`src/design/pls_pkg.sv`:
```
// Shared constants, types and helpers of the positional list store.
package pls_pkg;

   localparam int CAPACITY   = 16;
   localparam int DATA_WIDTH = 32;

   localparam int CMD_W    = 3;
   localparam int POS_W    = 5;
   localparam int PORT_W   = 32;
   localparam int STATUS_W = 2;
   localparam int FIDX_W   = 4;
   localparam int FCNT_W   = 5;

   localparam int COUNT_W = $clog2(CAPACITY + 1);
   localparam int IDX_W   = (CAPACITY > 1) ? $clog2(CAPACITY) : 1;
   localparam int CMP_W   = (COUNT_W > POS_W) ? COUNT_W : POS_W;
   localparam int WIDE_W  = (DATA_WIDTH > PORT_W) ? DATA_WIDTH : PORT_W;
   localparam int FIDX_WIDE_W = (IDX_W > FIDX_W) ? IDX_W : FIDX_W;
   localparam int FCNT_WIDE_W = (COUNT_W > FCNT_W) ? COUNT_W : FCNT_W;

   localparam logic [CMD_W-1:0] CMD_INSERT  = 3'd0;
   localparam logic [CMD_W-1:0] CMD_REMOVE  = 3'd1;
   localparam logic [CMD_W-1:0] CMD_REPLACE = 3'd2;
   localparam logic [CMD_W-1:0] CMD_GET     = 3'd3;
   localparam logic [CMD_W-1:0] CMD_SEARCH  = 3'd4;

   localparam logic [STATUS_W-1:0] ST_DONE  = 2'd0;
   localparam logic [STATUS_W-1:0] ST_RANGE = 2'd1;
   localparam logic [STATUS_W-1:0] ST_FULL  = 2'd2;
   localparam logic [STATUS_W-1:0] ST_MISS  = 2'd3;

   typedef logic [DATA_WIDTH-1:0] word_type;
   typedef logic [CMP_W-1:0]      place_type;

   typedef struct packed {
      logic                 valid;
      logic [CMD_W-1:0]     command;
      place_type            position;
      place_type            count;
      word_type             value;
      word_type             key;
   } cell_cmd_type;

   typedef struct packed {
      logic                 any;
      word_type             data;
      logic [IDX_W-1:0]     index;
   } tally_type;

   function automatic word_type port_to_word(input logic [PORT_W-1:0] port);
      logic [WIDE_W-1:0] wide;
      wide = WIDE_W'(port);
      return wide[DATA_WIDTH-1:0];
   endfunction

   function automatic logic [PORT_W-1:0] word_to_port(input word_type word);
      logic [WIDE_W-1:0] wide;
      wide = WIDE_W'(word);
      return wide[PORT_W-1:0];
   endfunction

endpackage

```
`src/design/pls_cell.sv`:
```
// One list entry: shifts with its neighbors and flags a position or key hit.
module pls_cell (
   input  logic                  clock,
   input  logic                  reset,
   input  pls_pkg::cell_cmd_type cmd,
   input  pls_pkg::place_type    cell_index,
   input  pls_pkg::word_type     left_data,
   input  pls_pkg::word_type     right_data,
   output pls_pkg::word_type     data,
   output logic                  hit,
   output pls_pkg::word_type     old_data
);

   pls_pkg::word_type data_ff, data_in;
   pls_pkg::word_type old_ff;
   logic              hit_ff, hit_in;

   always_comb begin
      data_in = data_ff;
      hit_in  = 1'b0;
      if (cmd.valid) begin
         case (cmd.command)
            pls_pkg::CMD_INSERT: begin
               if (cell_index > cmd.position) begin
                  data_in = left_data;
               end else if (cell_index == cmd.position) begin
                  data_in = cmd.value;
               end
            end
            pls_pkg::CMD_REMOVE: begin
               hit_in = (cell_index == cmd.position);
               if (cell_index >= cmd.position) begin
                  data_in = right_data;
               end
            end
            pls_pkg::CMD_REPLACE: begin
               hit_in = (cell_index == cmd.position);
               if (hit_in) begin
                  data_in = cmd.value;
               end
            end
            pls_pkg::CMD_GET: begin
               hit_in = (cell_index == cmd.position);
            end
            pls_pkg::CMD_SEARCH: begin
               hit_in = (cell_index < cmd.count) && (data_ff == cmd.key);
            end
            default: begin
               hit_in = 1'b0;
            end
         endcase
      end
   end

   always_ff @(posedge clock) begin
      if (reset) begin
         hit_ff <= 1'b0;
      end else begin
         hit_ff <= hit_in;
      end
      data_ff <= data_in;
      old_ff  <= data_ff;
   end

   assign data     = data_ff;
   assign hit      = hit_ff;
   assign old_data = old_ff;

endmodule

```
`src/design/pls_collect.sv`:
```
// Picks the first hit cell and gathers its word and index.
module pls_collect (
   input  logic [pls_pkg::CAPACITY-1:0] hits,
   input  pls_pkg::word_type            words [pls_pkg::CAPACITY],
   output pls_pkg::tally_type           tally
);

   logic [pls_pkg::CAPACITY-1:0] first;

   always_comb begin
      first       = hits & (~hits + 1'b1);
      tally.any   = |hits;
      tally.data  = '0;
      tally.index = '0;
      for (int i = 0; i < pls_pkg::CAPACITY; i++) begin
         if (first[i]) begin
            tally.data  = tally.data | words[i];
            tally.index = tally.index | pls_pkg::IDX_W'(i);
         end
      end
   end

endmodule

```
`src/design/positional_list_store.sv`:
```
// Positional list store: a row of entry cells with insert, remove, replace, get, search.
// A command accepted at one edge updates the cell registers and hit flags; the response
// registers then capture the gather and show it on the rsp_ ports for one cycle, with rsp_strobe high.
// busy covers the cell update and gather, so a new command waits until both are through.
// Reset clears the entry count and the handshake; entry words stay undefined.
// The receiver cannot stall: each word is shown once and taken at that edge.
module positional_list_store (
   input  logic                           clock,
   input  logic                           reset,
   input  logic                           start,
   output logic                           busy,
   input  logic [pls_pkg::CMD_W-1:0]      req_command,
   input  logic [pls_pkg::POS_W-1:0]      req_position,
   input  logic [pls_pkg::PORT_W-1:0]     req_value,
   input  logic [pls_pkg::PORT_W-1:0]     req_search_key,
   output logic                           rsp_strobe,
   output logic [pls_pkg::STATUS_W-1:0]   rsp_status,
   output logic [pls_pkg::PORT_W-1:0]     rsp_data_out,
   output logic [pls_pkg::FIDX_W-1:0]     rsp_found_index,
   output logic [pls_pkg::FCNT_W-1:0]     rsp_entry_count,
   output logic                           rsp_is_empty
);

   localparam int CAP = pls_pkg::CAPACITY;

   logic                               busy_ff;
   logic [pls_pkg::COUNT_W-1:0]        count_ff, count_in;
   logic [pls_pkg::STATUS_W-1:0]       status_ff, status_in;
   logic                               search_ff;
   logic                               strobe_ff;
   logic [pls_pkg::STATUS_W-1:0]       rsp_status_ff;
   logic [pls_pkg::PORT_W-1:0]         rsp_data_ff;
   logic [pls_pkg::FIDX_W-1:0]         rsp_index_ff;
   logic [pls_pkg::FCNT_W-1:0]         rsp_count_ff;
   logic                               rsp_empty_ff;

   logic                               accept;
   logic                               ok;
   pls_pkg::place_type                 pos, cnt;
   pls_pkg::cell_cmd_type              cmd;
   pls_pkg::word_type                  cell_data [CAP];
   pls_pkg::word_type                  cell_old  [CAP];
   logic [CAP-1:0]                     cell_hit;
   pls_pkg::tally_type                 tally;
   logic [pls_pkg::FIDX_WIDE_W-1:0]    index_wide;
   logic [pls_pkg::FCNT_WIDE_W-1:0]    count_wide;

   assign accept = start && !busy_ff;
   assign pos    = pls_pkg::CMP_W'(req_position);
   assign cnt    = pls_pkg::CMP_W'(count_ff);

   always_comb begin
      ok        = 1'b0;
      status_in = pls_pkg::ST_RANGE;
      count_in  = count_ff;
      case (req_command)
         pls_pkg::CMD_INSERT: begin
            if (pos > cnt) begin
               status_in = pls_pkg::ST_RANGE;
            end else if (cnt >= pls_pkg::CMP_W'(CAP)) begin
               status_in = pls_pkg::ST_FULL;
            end else begin
               ok        = 1'b1;
               status_in = pls_pkg::ST_DONE;
               count_in  = count_ff + 1'b1;
            end
         end
         pls_pkg::CMD_REMOVE: begin
            if (pos < cnt) begin
               ok        = 1'b1;
               status_in = pls_pkg::ST_DONE;
               count_in  = count_ff - 1'b1;
            end
         end
         pls_pkg::CMD_REPLACE, pls_pkg::CMD_GET: begin
            if (pos < cnt) begin
               ok        = 1'b1;
               status_in = pls_pkg::ST_DONE;
            end
         end
         pls_pkg::CMD_SEARCH: begin
            ok        = 1'b1;
            status_in = pls_pkg::ST_MISS;
         end
         default: begin
            ok = 1'b0;
         end
      endcase
   end

   always_comb begin
      cmd.valid    = accept && ok;
      cmd.command  = req_command;
      cmd.position = pos;
      cmd.count    = cnt;
      cmd.value    = pls_pkg::port_to_word(req_value);
      cmd.key      = pls_pkg::port_to_word(req_search_key);
   end

   for (genvar i = 0; i < CAP; i++) begin : g_cell
      pls_pkg::word_type left_w, right_w;
      if (i == 0) begin : g_head
         assign left_w = '0;
      end else begin : g_left
         assign left_w = cell_data[i-1];
      end
      if (i == CAP - 1) begin : g_tail
         assign right_w = cell_data[i];
      end else begin : g_right
         assign right_w = cell_data[i+1];
      end
      pls_cell u_cell (
         .clock      (clock),
         .reset      (reset),
         .cmd        (cmd),
         .cell_index (pls_pkg::CMP_W'(i)),
         .left_data  (left_w),
         .right_data (right_w),
         .data       (cell_data[i]),
         .hit        (cell_hit[i]),
         .old_data   (cell_old[i])
      );
   end

   pls_collect u_collect (
      .hits  (cell_hit),
      .words (cell_old),
      .tally (tally)
   );

   assign index_wide = pls_pkg::FIDX_WIDE_W'(tally.index);
   assign count_wide = pls_pkg::FCNT_WIDE_W'(count_ff);

   always_ff @(posedge clock) begin
      if (reset) begin
         busy_ff   <= 1'b0;
         count_ff  <= '0;
         strobe_ff <= 1'b0;
      end else begin
         busy_ff   <= accept;
         strobe_ff <= busy_ff;
         if (accept) begin
            count_ff <= count_in;
         end
      end
      if (accept) begin
         status_ff <= status_in;
         search_ff <= (req_command == pls_pkg::CMD_SEARCH);
      end
      if (busy_ff) begin
         rsp_data_ff  <= pls_pkg::word_to_port(tally.data);
         rsp_count_ff <= count_wide[pls_pkg::FCNT_W-1:0];
         rsp_empty_ff <= (count_ff == '0);
         if (search_ff && tally.any) begin
            rsp_status_ff <= pls_pkg::ST_DONE;
            rsp_index_ff  <= index_wide[pls_pkg::FIDX_W-1:0];
         end else begin
            rsp_status_ff <= status_ff;
            rsp_index_ff  <= '0;
         end
      end
   end

   assign busy            = busy_ff;
   assign rsp_strobe      = strobe_ff;
   assign rsp_status      = rsp_status_ff;
   assign rsp_data_out    = rsp_data_ff;
   assign rsp_found_index = rsp_index_ff;
   assign rsp_entry_count = rsp_count_ff;
   assign rsp_is_empty    = rsp_empty_ff;

endmodule

```
`config.mk`:
```
export PLATFORM = sky130hd
export DESIGN_NAME = positional_list_store
export DESIGN_NICKNAME = d
export VERILOG_FILES = /design/src/design/pls_pkg.sv /design/src/design/pls_cell.sv /design/src/design/pls_collect.sv /design/src/design/positional_list_store.sv
export SDC_FILE = /design/constraint.sdc
export NUM_CORES = 2
export LEC_CHECK = 0
export BUFFER_PORTS_ARGS = -buffer_cell sky130_fd_sc_hd__buf_2
export CORE_UTILIZATION = 50
export CTS_CLUSTER_DIAMETER = 80
export DETAILED_ROUTE_END_ITERATION = 7
export PLACE_DENSITY = 0.71
export REMOVE_ABC_BUFFERS = 1
export SLEW_MARGIN = 10
export SYNTH_ARGS = -nofsm -noshare
export SYNTH_HDL_FRONTEND = slang
export SYNTH_HIERARCHICAL = 1
export SYNTH_SLANG_ARGS = --single-unit
```
`constraint.sdc`:
```
create_clock -name clock -period 6.3 [get_ports clock]
set_clock_uncertainty 0.1 [all_clocks]
set_input_delay 0.945 -clock clock [delete_from_list [all_inputs] [get_ports clock]]
set_output_delay 0.945 -clock clock [all_outputs]
set_load 0.1 [all_outputs]
```
==> results.yml <==
setup_path:
  cp-start-kind: "register"
  rrSetupSlack_ps: 2110
  timing_worst_setup_path_type: "reg2reg"
  path_cells: "inv_1 -> ha_1 -> a21oi_1 -> o21ai_0 -> o21ai_0 -> a21oi_1 -> nor2_2 -> buf_4 -> nand2b_1 -> or3_1 -> a2111oi_0 -> nand4_1 -> o21ai_0"
  crit_fanout: 32
  crit_slowest_cell: "dfxtp_1"
  r2r_start: "cnt[2]"
  arrival_ps: 4720
  endpoint_kind: "register"
  crit_required_ps: 6820
  r2r-end: "g_cell[2].u_cell/hit"
  ff2ff_path_depth: 13
  cp-startpoint: "cnt[2]"
  slowest_delay_ps: 870
  cpMostUsedCell: "o21ai_0"
clock_tree:
  clkSinkCount: 1094
  holdBufCountCts: 0
  cts_setup_buffers: 0
  clk_latency_ps: 720
  cts.htree.levels: 3
  numCtsBuffers: 114
  clk_pin_slew_ps: 60
  cts_tree: "built"
  clockRootBuffer: "clkbuf_16"
  cts_resized: 0
  clk_path_buf_depth: 3
outcome:
  status: "complete, no violations"
sta:
  fin_crit_sh_pct: 66.6
  worst_pin_slew_ps: 1420
  grt_setup_unrepaired: "no"
  tns_ps: 0
  finalSetupViolCount: 0
  slew_violations: 0
  fin_ws_ps: 2110
  min_period_ps: 4190
  hold_viol: 0
  max_freq_mhz: 238
  slew_headroom_pct: 4.79
yosys:
  synth_top_family_by_area: "compound AO/OA/AOI/OAI gates"
  syn_inst: 6007
  synth_xor_area_share_pct: 7.41
  synth.area.top_cells: "edfxtp_1 (28%), dfxtp_1 (18%), o21ai_0 (7.3%)"
  ys_seq_area_share_pct: 46.2
  synth_cell_types: 75
  synth_ff_type: "edfxtp_1"
  async_reset_ff_share_pct: 0
  synth_compound_area_share_pct: 15.3
  synth-simple-area-share_pct: 12.8
  synth_edf_count: 559
  avgSynthCellArea_sq_um: 9.92
  netlist_area_sq_um: 59600
  synth_top_area_share_pct: 28.2
  yosysMostFrequentCell: "o21ai_0"
  synth_seq_cells: 1094
  synth_largest_area_cell: "edfxtp_1"
  yosys_warnings: 6
  synth_common_cells: "o21ai_0 (870), nand2_1 (590), nor2_1 (562)"
  synth-adder-area-share_pct: 3.23
  synth_mux_area_share_pct: 10.8
grt:
  grt_pass1_wl_microns: 299000
  grt-ovfl-total: 0
  grt_antenna_before_repair: 8
  grt_max_degree: 69
  grt_pass1_vias: 46100
  grt_usage_pct: 32.5
power_and_ir_drop:
  p_leak_nw: 24.2
  p_int_w: 0.0124
  p_seq_share_pct: 46.3
  pwr_density_cell_nw_per_um2: 257
  clockPowerShare_pct: 40.5
  p_sw_share_pct: 26.8
  p_comb_share_pct: 13.2
  switching_power_w: 0.00453
  max-vdd-ir-drop_uv: 231
run:
  cap_violations: 0
routing:
  first_iter_violations: 5993
  route.detailed.drc: 0
  drt-pass1-iter-count: 7
  drtAntennaViolNets: 0
  routedWlPerCell_microns: 25.7
  routed_via_density: 6.20
  routed_wl_microns: 202000
  num_vias: 48700
die:
  rows: 126
  start_util_pct: 50.4
  ioPinCount: 121
  fp.coreArea_sq_um: 118000
  die_w_microns: 347
  die_h_microns: 347
  fp.dieArea_sq_um: 121000
worst_hold_path:
  holdPathStages: 0
  hold_path_end: "g_cell[0].u_cell/old_data[14]"
  holdCritStartpoint: "g_cell[0].u_cell/data[14]"
  min_path_type: "reg2reg"
layout:
  drive_gt1_share_pct: 17.1
  area_growth_syn_to_layout_pct: 10.6
  nets: 6445
placed_design:
  port_buffers: 120
  place_ws_ps: 2030
  finalWeightedCongestion: 1.03
  dp_hpwl_microns: 143000
==> kinds of logic after synthesis <==
family                     count (synthesis)
and+or+nand+nor                         1677
AOI/OAI and AO/OA                       1558
DFF                                     1094
muxes                                    513
buffers and inverters                    506
xor gates and xnor gates                 504
adders and majority gates                153
other                                      2
==> state kept, by name, summed over array words and instances (netlist names) <==
signal and count:
g_cell.u_cell/data 512, g_cell.u_cell/old_data 512, rsp_data_out 32, g_cell.u_cell/hit 16
cnt 5, rsp_entry_count 5, rsp_found_index 4, rsp_status 2
status_ff 2, busy 1, rsp_is_empty 1, rsp_strobe 1
search_ff 1
==> per-layer routing <==
metal,vias up,GRT usage (%),share of wire [%]
li1,21800,-,-
met1,23500,43.5,39
met2,2912,49.6,44
met3,516,7.32,12
met4,2,15.8,5.2
met5,-,0,0.0040
==> critical path, delay by kind of cell, from the launching register on <==
kind	cells	cell delay (ps)
AOI/OAI and AO/OA	6	1410
adders and majority gates	1	350
buffers and inverters	2	630
DFF	1	870
and+or+nand+nor	4	730
==> worst max path at each step <==
stage	to	cells after the start	slack (ps)
CTS	g_cell[2].u_cell/hit	13	2180
global placement	g_cell[3].u_cell/hit	13	2070
detailed placement	g_cell[1].u_cell/hit	13	2030
finish	g_cell[2].u_cell/hit	13	2110
floorplan	g_cell[15].u_cell/data[0]	7	2040
global route	g_cell[4].u_cell/hit	13	1820
==> power groups by stage <==
stage	Combinational, W	Sequential, W	Clock [W]
floorplan	0.00129	0.00802	0
global placement	0.00208	0.00797	0
detailed placement	0.00215	0.00797	0
CTS	0.00216	0.00782	0.00685
global route	0.00239	0.00784	0.00712
finish	0.00223	0.00783	0.00684
==> per-stage QoR <==
step	utilization (%)	hold WS (ps)	instances	power, W	instance area [sq um]
after floorplan	-	301	5866	0.00931	58300
after global placement	52.5	319	7636	0.0100	62000
after detailed placement	52.5	319	7637	0.0101	62000
after CTS	55.7	333	7852	0.0168	65800
after global routing	55.8	360	7853	0.0174	65800
final	55.8	337	7854	0.0169	65800
==> placed cells by master (no fill, tap or decap), drive strengths merged, types with 18 or more instances in the layout <==
master   count
a2111oi     18
a21boi      19
a21o        19
a21oi       93
a221oi      34
a22o        30
a22oi      129
buf        235
clkbuf     173
clkinv      32
conb       192
dfxtp      535
edfxtp     559
ha         152
inv        180
mux2       513
nand2      591
nand2b      45
nand3       49
nand4      114
nor2       625
nor2b       18
nor3        78
nor4        51
o21a        19
o21ai     1101
xnor2      380
xor2       124
==> layout make-up <==
type | instances | area (sq um)
antenna | 2 | 5.00
clock buffer | 173 | 3410
clock inverter | 42 | 370
fill | 10100 | 52200
inverter | 175 | 657
multi-input combinational | 4597 | 30500
sequential | 1094 | 27500
tap | 1536 | 1920
timing repair buffer | 235 | 1470
No activity file was read; power rests on OpenSTA's default activity.
